**config.mk**
```make
export PLATFORM = sky130hd
export DESIGN_NAME = bbs_regs
export DESIGN_NICKNAME = d
export VERILOG_FILES = /design/src/rtl/core/bbs_pkg.sv /design/src/rtl/core/bbs_regs.sv
export SDC_FILE = /design/constraint.sdc
export NUM_CORES = 1
export LEC_CHECK = 0
export ABC_AREA = 1
export ABC_CLOCK_PERIOD_IN_PS = 900
export BUFFER_PORTS_ARGS = -buffer_cell sky130_fd_sc_hd__buf_4
export CAP_MARGIN = 5
export CORE_MARGIN = 4
export CORE_UTILIZATION = 38
export DETAILED_ROUTE_END_ITERATION = 10
export HOLD_SLACK_MARGIN = 0.06
export PLACE_DENSITY = 0.84
export SLEW_MARGIN = 0
export SYNTH_ARGS = -nofsm -noshare
export SYNTH_HDL_FRONTEND = slang
export SYNTH_SLANG_ARGS = --single-unit
```
**constraint.sdc**
```tcl
create_clock -name clk -period 0.9 [get_ports clk]
set_clock_uncertainty 0.05 [all_clocks]
set_input_delay 0.135 -clock clk [delete_from_list [all_inputs] [get_ports clk]]
set_output_delay 0.135 -clock clk [all_outputs]
set_load 0.01 [all_outputs]
```
**src/rtl/core/bbs_pkg.sv**
```systemverilog
// ----------------------------------------------------------------------------
// bbs_pkg
// Shared constants, payload types and controller/datapath links for the
// bitmap block store.
// ----------------------------------------------------------------------------
package bbs_pkg;

  localparam int MAX_BLOCKS      = 1024;
  localparam int MAX_BLOCK_BYTES = 64;
  localparam int PTR_BYTES       = 4;

  localparam int REQ_TYPE_W = 2;
  localparam int BLOCK_W    = 10;
  localparam int OFFSET_W   = 6;
  localparam int DATA_W     = 8;
  localparam int TLEN_W     = 8;
  localparam int SLOT_W     = 4;
  localparam int STATUS_W   = 2;
  localparam int VALUE_W    = 32;
  localparam int NBLK_W     = 11;
  localparam int NBYT_W     = 7;

  localparam int CFG_DATA_W = 32;
  localparam int CFG_ADDR_W = 3;

  localparam int MAP_W     = 32;
  localparam int MAP_WORDS = (MAX_BLOCKS + MAP_W - 1) / MAP_W;
  localparam int MAP_AW    = $clog2(MAP_WORDS);
  localparam int BIT_W     = $clog2(MAP_W);
  localparam int ROW_AW    = $clog2(MAX_BLOCKS);
  localparam int BYTE_AW   = $clog2(MAX_BLOCK_BYTES);
  localparam int PTR_W     = PTR_BYTES * 8;

  typedef enum logic [REQ_TYPE_W-1:0] {
    REQ_ALLOC,
    REQ_FREE,
    REQ_WRITE,
    REQ_PTR
  } req_kind_t;

  typedef enum logic [STATUS_W-1:0] {
    ST_OK,
    ST_NOSPACE,
    ST_TOOLONG,
    ST_RANGE
  } status_t;

  typedef struct packed {
    logic [REQ_TYPE_W-1:0] req_type;
    logic [BLOCK_W-1:0]    block;
    logic [OFFSET_W-1:0]   byte_offset;
    logic [DATA_W-1:0]     data_byte;
    logic [TLEN_W-1:0]     text_length;
    logic [SLOT_W-1:0]     pointer_slot;
  } req_t;

  typedef struct packed {
    logic [STATUS_W-1:0] status;
    logic [VALUE_W-1:0]  value;
  } rsp_t;

  typedef enum logic [2:0] {
    RES_NONE,
    RES_PRE,
    RES_OK,
    RES_ALLOC,
    RES_NOSPACE,
    RES_PTR
  } res_sel_t;

  typedef struct packed {
    logic     clr;
    logic     load;
    logic     scan_init;
    logic     scan_next;
    logic     map_rd;
    logic     map_set;
    logic     map_clr;
    logic     st_free;
    logic     st_wr;
    logic     st_rd;
    res_sel_t res;
    logic     push;
  } bbs_cmd_t;

  typedef struct packed {
    req_kind_t op;
    logic      pre_err;
    logic      found;
    logic      last_word;
    logic      clr_last;
    logic      out_free;
  } bbs_sts_t;

endpackage

```
**src/rtl/core/bbs_regs.sv**
```systemverilog
// ----------------------------------------------------------------------------
// bbs_regs
// Configuration registers behind the APB-style port.
// ----------------------------------------------------------------------------
module bbs_regs (
  input  logic                           clk,
  input  logic                           rst,
  input  logic                           psel,
  input  logic                           penable,
  input  logic                           pwrite,
  input  logic [bbs_pkg::CFG_ADDR_W-1:0] paddr,
  input  logic [bbs_pkg::CFG_DATA_W-1:0] pwdata,
  output logic [bbs_pkg::CFG_DATA_W-1:0] prdata,
  output logic                           pready,
  output logic [bbs_pkg::NBLK_W-1:0]     blocks_in_use,
  output logic [bbs_pkg::NBYT_W-1:0]     block_bytes
);
  import bbs_pkg::*;

  typedef enum logic {
    REG_BLOCKS_IN_USE,
    REG_BLOCK_BYTES
  } reg_idx_t;

  reg_idx_t reg_idx;
  logic     wr_en;

  assign reg_idx = reg_idx_t'(paddr[2]);
  assign wr_en   = psel && penable && pwrite;
  assign pready  = 1'b1;

  always_ff @(posedge clk) begin
    if (rst) begin
      blocks_in_use <= NBLK_W'(1024);
      block_bytes   <= NBYT_W'(64);
    end else if (wr_en) begin
      unique case (reg_idx)
        REG_BLOCKS_IN_USE: blocks_in_use <= pwdata[NBLK_W-1:0];
        REG_BLOCK_BYTES:   block_bytes   <= pwdata[NBYT_W-1:0];
        default: ;
      endcase
    end
  end

  always_comb begin
    unique case (reg_idx)
      REG_BLOCKS_IN_USE: prdata = CFG_DATA_W'(blocks_in_use);
      REG_BLOCK_BYTES:   prdata = CFG_DATA_W'(block_bytes);
      default:           prdata = '0;
    endcase
  end

endmodule

```
==> results.sh <==
export IMPL_cpPeakStageDelay_ns=0.36
export IMPL_final_common_cell="nand2_1"
export IMPL_finalCritPeriodShare_pct=120
export IMPL_grt_max_degree=19
export IMPL_pwr_density_cell_nw_per_um2=1010
export IMPL_critPathLaunchType="register"
export IMPL_rsz0062_at_grt="true"
export IMPL_r2r_start="blocks_in_use[0]"
export IMPL_clockBufferDepth=2
export IMPL_synth_cell_area_um2=1070
export IMPL_ys_warn_count=0
export IMPL_die_w_um=61.1
export IMPL_clk_pin_slew_ns=0.10
export IMPL_ios=91
export IMPL_grt_first_pass_wirelength_um=4200
export IMPL_setup_ws_ns=-0.177
export IMPL_final_max_slew_viol_count=0
export IMPL_grt_pass1_vias=959
export IMPL_vias_per_cell=4.32
export IMPL_final_area_um2=1710
export IMPL_min_from="pwdata[9]"
export IMPL_yosys_area_top_type="dfxtp_1"
export IMPL_syn_avg_cell_area_um2=6.49
export IMPL_cts_root_buffer_cell="clkbuf_4"
export IMPL_holdPathEnd="blocks_in_use[9]"
export IMPL_synth_cells=165
export IMPL_path_max_fanout=3
export IMPL_antenna_found_initial=0
export IMPL_route_antenna_remaining_nets=0
export IMPL_vias=1105
export IMPL_yosysTopAreaCellShare_pct=33.6
export IMPL_wirelength_um=2760
export IMPL_io_buffers=45
export IMPL_outcome="complete, but fails checks"
export IMPL_cp_end_kind="output port"
export IMPL_areaGrowthSynthToFinish_pct=59.5
export IMPL_gp_congestion=0.737
export IMPL_rr_worst_depth=3
export IMPL_place_area_um2=1420
export IMPL_violations="negative setup slack"
export IMPL_post_dp_hpwl_um=1970
export IMPL_yosysUniqueCellTypes=14
export IMPL_drt_first_pass_iters=4
export IMPL_clk_latency_ns=0.29
export IMPL_cts_tree="yes"
export IMPL_rrSetupSlack_ns=0.15
export IMPL_nets=268
export IMPL_crit_type="reg2out"
export IMPL_min_path_cells=5
export IMPL_finalSetupViolCount=29
export IMPL_fmaxAchievable_mhz=929
export IMPL_cp_required_ns=0.71
export IMPL_leakage_nw=0.887
export IMPL_final_cell_mix="38 x nand2_1, 34 x nor2_1, 33 x buf_6"
export IMPL_cts_sinks=18
export IMPL_multi_input_area_um2=527
export IMPL_diodes=0
export IMPL_cts_htree_levels=1
export IMPL_ys_seq_area_share_pct=33.6
export IMPL_die_y_um=61.1
export IMPL_initial_utilization_pct=41.4
export IMPL_fp_row_count=18
export IMPL_finalHoldViolations=0
export IMPL_grt_use_total_pct=15.0
export IMPL_final_fill_count=250
export IMPL_vdd_ir_drop_worst_v=0.00103
export IMPL_r2r_end="blocks_in_use[0]"
export IMPL_critPathSlowestCell="dfxtp_2"
export IMPL_max_cap_viol_count=0
export IMPL_fin_tns_setup_ns=-3.35
export IMPL_core_um2=2590
export IMPL_synth_seq_cells=18
export IMPL_arrival_ns=0.89
export IMPL_hp_class="in2reg"
export IMPL_wire_per_inst_um=10.8
export IMPL_layout_drive_gt1_share_pct=43.8
export IMPL_drc=0
export IMPL_finalPower_mw=1.72
export IMPL_numCtsBuffers=3
export IMPL_regArea_um2=383
export IMPL_cp_cell_sequence="inv_2 > nor2_2 > buf_4"
export IMPL_detail_route_iter0_violations=23
export IMPL_gr_total_overflow=0
export IMPL_period_minus_slack_ns=1.08
export IMPL_die_area_um2=3730
export IMPL_synth_area_top_cells="dfxtp_1 34%, buf_4 16%, nand2_1 14%"
-- metrics by stage --
step                setup slack [ns]  utilization (%)  hold slack, ns  instances
detailed placement           -0.0303             54.9           0.302        240
global route                  -0.237             65.9           0.134        256
floorplan                     0.0744                -           0.211        185
finish                        -0.177             65.9          0.0986        256
global placement             -0.0141             54.9           0.306        240
CTS                           -0.174             61.0          0.0997        246
-- worst max-delay path: cells and delay by family, from the launching register on --
| family | cells | cell delay, ns |
|---|---|---|
| DFF | 1 | 0.36 |
| buffers and inverters | 2 | 0.16 |
| and+or+nand+nor | 1 | 0.09 |
-- flip-flops by register name, indices dropped and copies added (netlist names) --
register	count
blocks_in_use	11
block_bytes	7
-- timing repair --
action,CTS,global route
endpoints found under the hold margin,2,0
hold buffers,2,0
pin swaps,9,10
setup endpoints to repair,29,30
buffers inserted,1,11
resized for setup,42,18
-- layer usage --
layer	vias to the layer above	routed length (µm)	track usage [%]
met1	486	1110	17.7
met3	2	175	4.19
li1	577	-	-
met4	0	27	4.64
met5	-	0	0
met2	40	1450	26.3
-- area by class of cell --
| class | count | share of cell area [%] |
|---|---|---|
| Sequential cell | 18 | 22.4 |
| Inverter | 17 | 3.74 |
| Timing Repair Buffer | 66 | 39.5 |
| Clock buffer | 3 | 1.32 |
| Tap cell | 30 | 2.20 |
| Multi-Input combinational cell | 122 | 30.8 |
-- how the worst max path moves through the flow --
stage                                 start  slack, ns                to
final                      blocks_in_use[7]      -0.18         prdata[7]
after floorplan                    paddr[2]       0.07        prdata[10]
after CTS                 blocks_in_use[10]      -0.17        prdata[10]
after global placement             paddr[2]      -0.01  blocks_in_use[9]
after detailed placement           paddr[2]      -0.03  blocks_in_use[3]
after global routing       blocks_in_use[7]      -0.24         prdata[7]
-- report_power, final --
group / switching, mW / internal, mW / total, mW
Clock: 0.236 / 0.155 / 0.391
Combinational: 0.230 / 0.242 / 0.472
Sequential: 0.0258 / 0.830 / 0.856
-- cells in the mapped netlist --
| master | n |
|---|---|
| buf_2 | 3 |
| buf_4 | 23 |
| buf_6 | 2 |
| clkinv_1 | 1 |
| conb_1 | 2 |
| dfxtp_1 | 18 |
| inv_1 | 15 |
| inv_2 | 1 |
| nand2_1 | 40 |
| nand3_1 | 18 |
| nand3_2 | 1 |
| nor2_1 | 36 |
| nor2_4 | 3 |
| o21ai_0 | 2 |
-- cell families (layout without fill, tap and decap cells) --
logic type	Yosys count	in the layout	synth area share (%)
AND/OR/NAND/NOR	98	98	39.1
AO/OA/AOI/OAI	2	2	0.935
buffers and inverters	45	86	25.6
other	2	22	0.701
flip-flops	18	18	33.6
Power figures use the tool's default switching activity.
