==> src/rtl/core/bbs_pkg.sv <==
// ----------------------------------------------------------------------------
// bbs_pkg
// Shared constants, payload types and controller/datapath links for the
// bitmap block store.
// ----------------------------------------------------------------------------
package bbs_pkg;

  localparam int MAX_BLOCKS      = 1024;
  localparam int MAX_BLOCK_BYTES = 64;
  localparam int PTR_BYTES       = 4;

  localparam int REQ_TYPE_W = 2;
  localparam int BLOCK_W    = 10;
  localparam int OFFSET_W   = 6;
  localparam int DATA_W     = 8;
  localparam int TLEN_W     = 8;
  localparam int SLOT_W     = 4;
  localparam int STATUS_W   = 2;
  localparam int VALUE_W    = 32;
  localparam int NBLK_W     = 11;
  localparam int NBYT_W     = 7;

  localparam int CFG_DATA_W = 32;
  localparam int CFG_ADDR_W = 3;

  localparam int MAP_W     = 32;
  localparam int MAP_WORDS = (MAX_BLOCKS + MAP_W - 1) / MAP_W;
  localparam int MAP_AW    = $clog2(MAP_WORDS);
  localparam int BIT_W     = $clog2(MAP_W);
  localparam int ROW_AW    = $clog2(MAX_BLOCKS);
  localparam int BYTE_AW   = $clog2(MAX_BLOCK_BYTES);
  localparam int PTR_W     = PTR_BYTES * 8;

  typedef enum logic [REQ_TYPE_W-1:0] {
    REQ_ALLOC,
    REQ_FREE,
    REQ_WRITE,
    REQ_PTR
  } req_kind_t;

  typedef enum logic [STATUS_W-1:0] {
    ST_OK,
    ST_NOSPACE,
    ST_TOOLONG,
    ST_RANGE
  } status_t;

  typedef struct packed {
    logic [REQ_TYPE_W-1:0] req_type;
    logic [BLOCK_W-1:0]    block;
    logic [OFFSET_W-1:0]   byte_offset;
    logic [DATA_W-1:0]     data_byte;
    logic [TLEN_W-1:0]     text_length;
    logic [SLOT_W-1:0]     pointer_slot;
  } req_t;

  typedef struct packed {
    logic [STATUS_W-1:0] status;
    logic [VALUE_W-1:0]  value;
  } rsp_t;

  typedef enum logic [2:0] {
    RES_NONE,
    RES_PRE,
    RES_OK,
    RES_ALLOC,
    RES_NOSPACE,
    RES_PTR
  } res_sel_t;

  typedef struct packed {
    logic     clr;
    logic     load;
    logic     scan_init;
    logic     scan_next;
    logic     map_rd;
    logic     map_set;
    logic     map_clr;
    logic     st_free;
    logic     st_wr;
    logic     st_rd;
    res_sel_t res;
    logic     push;
  } bbs_cmd_t;

  typedef struct packed {
    req_kind_t op;
    logic      pre_err;
    logic      found;
    logic      last_word;
    logic      clr_last;
    logic      out_free;
  } bbs_sts_t;

endpackage

==> src/rtl/core/bbs_ctrl.sv <==
// ----------------------------------------------------------------------------
// bbs_ctrl
// Sequencer for the block store: reset clearing sweep, request decode,
// bitmap scan and result hand-off.
// ----------------------------------------------------------------------------
module bbs_ctrl (
  input  logic              clk,
  input  logic              rst,
  input  logic              req_valid,
  output logic              req_ready,
  input  bbs_pkg::bbs_sts_t sts,
  output bbs_pkg::bbs_cmd_t cmd
);
  import bbs_pkg::*;

  typedef enum logic [2:0] {
    S_CLEAR,
    S_IDLE,
    S_DECODE,
    S_MAP_RD,
    S_MAP_CHK,
    S_PTR,
    S_DONE
  } state_t;

  state_t state;
  state_t state_next;

  always_ff @(posedge clk) begin
    if (rst) begin
      state <= S_CLEAR;
    end else begin
      state <= state_next;
    end
  end

  always_comb begin
    state_next = state;
    cmd        = '0;
    cmd.res    = RES_NONE;
    req_ready  = 1'b0;
    unique case (state)
      S_CLEAR: begin
        cmd.clr = 1'b1;
        if (sts.clr_last) state_next = S_IDLE;
      end
      S_IDLE: begin
        req_ready = 1'b1;
        if (req_valid) begin
          cmd.load   = 1'b1;
          state_next = S_DECODE;
        end
      end
      S_DECODE: begin
        if (sts.pre_err) begin
          cmd.res    = RES_PRE;
          state_next = S_DONE;
        end else begin
          unique case (sts.op)
            REQ_ALLOC: begin
              cmd.scan_init = 1'b1;
              state_next    = S_MAP_RD;
            end
            REQ_FREE: begin
              cmd.st_free = 1'b1;
              state_next  = S_MAP_RD;
            end
            REQ_WRITE: begin
              cmd.st_wr  = 1'b1;
              cmd.res    = RES_OK;
              state_next = S_DONE;
            end
            REQ_PTR: begin
              cmd.st_rd  = 1'b1;
              state_next = S_PTR;
            end
            default: ;
          endcase
        end
      end
      S_MAP_RD: begin
        cmd.map_rd = 1'b1;
        state_next = S_MAP_CHK;
      end
      S_MAP_CHK: begin
        if (sts.op == REQ_FREE) begin
          cmd.map_clr = 1'b1;
          cmd.res     = RES_OK;
          state_next  = S_DONE;
        end else if (sts.found) begin
          cmd.map_set = 1'b1;
          cmd.res     = RES_ALLOC;
          state_next  = S_DONE;
        end else if (sts.last_word) begin
          cmd.res    = RES_NOSPACE;
          state_next = S_DONE;
        end else begin
          cmd.scan_next = 1'b1;
          state_next    = S_MAP_RD;
        end
      end
      S_PTR: begin
        cmd.res    = RES_PTR;
        state_next = S_DONE;
      end
      S_DONE: begin
        if (sts.out_free) begin
          cmd.push   = 1'b1;
          state_next = S_IDLE;
        end
      end
      default: state_next = S_CLEAR;
    endcase
  end

endmodule

==> config.mk <==
export PLATFORM = sky130hd
export DESIGN_NAME = bbs_ctrl
export DESIGN_NICKNAME = d
export VERILOG_FILES = /design/src/rtl/core/bbs_pkg.sv /design/src/rtl/core/bbs_ctrl.sv
export SDC_FILE = /design/constraint.sdc
export NUM_CORES = 1
export LEC_CHECK = 0
export ABC_AREA = 1
export BUFFER_PORTS_ARGS = -buffer_cell sky130_fd_sc_hd__buf_2
export CAP_MARGIN = 20
export CORE_AREA = 2 2 39 41
export CTS_BUF_LIST = sky130_fd_sc_hd__clkbuf_8
export DETAILED_ROUTE_END_ITERATION = 12
export DIE_AREA = 0 0 41 43
export PLACE_DENSITY_LB_ADDON = 0.1
export SYNTH_ARGS = -nofsm -noshare
export SYNTH_HDL_FRONTEND = slang
export SYNTH_SLANG_ARGS = --single-unit
==> constraint.sdc <==
create_clock -name clk -period 1.3 [get_ports clk]
set_clock_uncertainty 0.2 [all_clocks]
set_input_delay 0 -clock clk [delete_from_list [all_inputs] [get_ports clk]]
set_output_delay 0 -clock clk [all_outputs]
set_load 0.01 [all_outputs]
==> results.toml <==
[sta]
max_freq_mhz = 709
period_share = 1.08
fin_ws_ns = -0.110
rsz0062_at_grt = "true"
relSlewSlack = 0.838
worst_pin_slew_ns = 0.240
period_minus_slack_ns = 1.41
finalSetupViolCount = 12
finalMaxSlewViolations = 0
timing.hold.ws_ns = 0.0250
setup_tns_ns = -0.471
hold_violations = 0

[final_layout]
fin_cells = 132
areaGrowthSynthToFinish_pct = 112
diodes = 0
largest_register_ffs = 3
fin_nets = 127
drive_gt1_frac = 0.543
design_area_sq_um = 778
regMostFlops = "state"
reg_top3 = "state x3"

[outcome]
outcome = "finished with violations"
violations = "negative setup slack"

[pwr]
max-vdd-ir-drop_mv = 1.07
power_density_nw_per_um2 = 1860
static-leakage-power_nw = 0.454

[drt]
vias_per_cell = 4.50
drtIter0Drc = 13
wl_per_cell_um = 9.68
ant_nets = 0
drtPass1Iterations = 3
remaining_drc_errors = 0
routed_wl_um = 1280
vias = 594

[critical_path]
rr_worst_depth = 7
end_kind = "output pin"
critical_path.max_fanout = 3
max_stage_delay_ns = 0.35
r2r_end = "state[2]"
cp_data_arrival_time_ns = 1.21
r2r_setup_slack_ns = -0.04
cp-start-kind = "flop"
r2r_start = "state[2]"
crit_type = "flop to output pin"
path_cells = "buf_6 -> nor2_4 -> inv_2 -> o211ai_1 -> buf_2"
cp_slowest_cell = "dfxtp_4"
required_ns = 1.10

[floorplan]
die_area_sq_um = 1760
die_w_um = 41
die_h_um = 43
start_util = 0.266
coreArea_sq_um = 1380
ios = 25
rows = 14

[synth]
synth-edff-count = 0
synth-xor-area-share = 0
synthMuxAreaShare = 0
synth_top_family_by_area = "simple AND/OR/NAND/NOR gates"
synth_most_common_cell = "inv_1"
ys_ff_latch = 3
synthTopCellsByArea = "inv_1, nand2_1, dfxtp_1"
yosysSeqAreaShare = 0.163
async_reset_ff_frac = 0
yosysWarningCount = 0
synth_compound_area_frac = 0.109
synthCells = 74
synth-adder-area-share = 0
avgSynthCellArea_sq_um = 4.97
synth-simple-area-share = 0.524
synth_area_sq_um = 368
synth_top_area_frac = 0.204
synth_fp_nets = 84
post-synth-top-area-cell = "inv_1"
ys_types = 14
synth_flop_cell = "dfxtp_1"
synth_common_cells = "inv_1, nand2_1, nor2_1"

[cts]
clock_latency_ns = 0.22
clk_pin_slew_ns = 0.03
clockBufferDepth = 2
cts_buffers = 3
cts_tree = "built"
root_buffer = "clkbuf_8"
htree_levels = 1
cts.sinks = 3

[grt]
grt_start_max_net_pins = 7
grt_pass1_vias = 492
grt_util_all_layers = 0.159
grt_overflow = 0
antenna_found_initial = 0
grt_pass1_wl_um = 1930

[placement]
dpl-instance-area_sq_um = 561
dpl.hpwl_um = 871
io_buffers = 24
dp_slack_ns = -0.0409
placedCellCount = 121
gp_congestion = 0.717

[min_path]
min_from = "sts[0]"
hold_depth = 5
hold_path_end = "state[1]"
min_path_type = "primary input to flop"

[flow_run]
max_cap_viol_count = 0
==> through the flow <==
step | util | power (mW)
2_1_floorplan | - | 0.589
3_3_place_gp | 0.405 | 0.883
3_5_place_dp | 0.405 | 0.876
4_1_cts | 0.524 | 1.35
5_1_grt | 0.562 | 1.57
6_report | 0.562 | 1.45
==> power by group <==
part	total [mW]	internal (mW)	leakage [nW]	switching (mW)
clock network	0.272	0.202	0.0269	0.0702
logic	0.945	0.449	0.400	0.497
registers	0.228	0.156	0.0267	0.0718
total	1.45	0.807	0.454	0.638
==> what timing repair did <==
| action | in CTS | in global routing |
|---|---|---|
| pin swaps | 5 | 4 |
| hold endpoints to repair | 3 | 0 |
| endpoints found under the setup margin | 15 | 17 |
| gates resized for setup | 23 | 13 |
| hold buffers | 2 | 0 |
| setup buffers | 6 | 0 |
==> layer usage <==
| layer | wire (um) | share of wire | track usage | vias up |
|---|---|---|---|---|
| met1 | 481 | 0.38 | 0.181 | 262 |
| met5 | 0 | 0 | 0 | - |
| met3 | 86 | 0.067 | 0.0471 | 4 |
| met2 | 694 | 0.54 | 0.272 | 17 |
| met4 | 16 | 0.013 | 0.0400 | 0 |
| li1 | - | - | - | 311 |
==> how the worst max path moves through the flow <==
stage                    end     start  depth (start not counted)  slack, ns
finish                cmd[1]  state[2]                          5      -0.11
detailed placement  state[2]  state[0]                          7      -0.04
global route          cmd[1]  state[2]                          5      -0.17
floorplan            cmd[11]  state[0]                          5       0.03
global placement     cmd[11]  state[0]                          6      -0.05
CTS                  cmd[11]  state[0]                          6      -0.12
==> placed cells by master, fill, tap and decap left out <==
| cell type | synthesis | final |
|---|---|---|
| dfxtp_4 | 0 | 3 |
| inv_1 | 20 | 17 |
| nand4_1 | 1 | 1 |
| inv_2 | 0 | 3 |
| nor4_2 | 0 | 1 |
| a21oi_1 | 3 | 2 |
| nor2_4 | 0 | 2 |
| nand3_2 | 0 | 3 |
| o31ai_4 | 0 | 1 |
| buf_2 | 0 | 23 |
| nand3_1 | 8 | 5 |
| nand2_4 | 0 | 1 |
| o21ai_1 | 0 | 1 |
| clkbuf_8 | 0 | 3 |
| inv_4 | 0 | 1 |
| o21ai_0 | 2 | 1 |
| buf_6 | 0 | 6 |
| nand3b_1 | 1 | 1 |
| nand2_2 | 0 | 4 |
| buf_4 | 0 | 7 |
| dlygate4sd3_1 | 0 | 2 |
| nand2_1 | 18 | 13 |
| nor3_2 | 0 | 1 |
| nor2_1 | 11 | 9 |
| nor2_2 | 3 | 3 |
| o211ai_1 | 1 | 1 |
| a21oi_2 | 0 | 1 |
==> kinds of logic after synthesis <==
family / count (synthesis)
simple gates: 44
flops: 3
compound gates: 7
buf+inv: 20
==> cell type report <==
| cell class | count | area (sq um) |
|---|---|---|
| Fill cell | 144 | 606 |
| Sequential cell | 3 | 71.3 |
| Clock inverter | 1 | 3.75 |
| Tap cell | 16 | 20.0 |
| Multi-Input combinational cell | 51 | 309 |
| Clock buffer | 3 | 41.3 |
| Timing Repair Buffer | 38 | 255 |
| Inverter | 20 | 77.6 |
==> critical path, delay by kind of cell (launching register included) <==
family | cells | cell delay (ns)
flip-flops | 1 | 0.35
buffers and inverters | 3 | 0.34
AO/OA/AOI/OAI | 1 | 0.16
AND/OR/NAND/NOR | 1 | 0.14
Power figures use the tool's default switching activity.
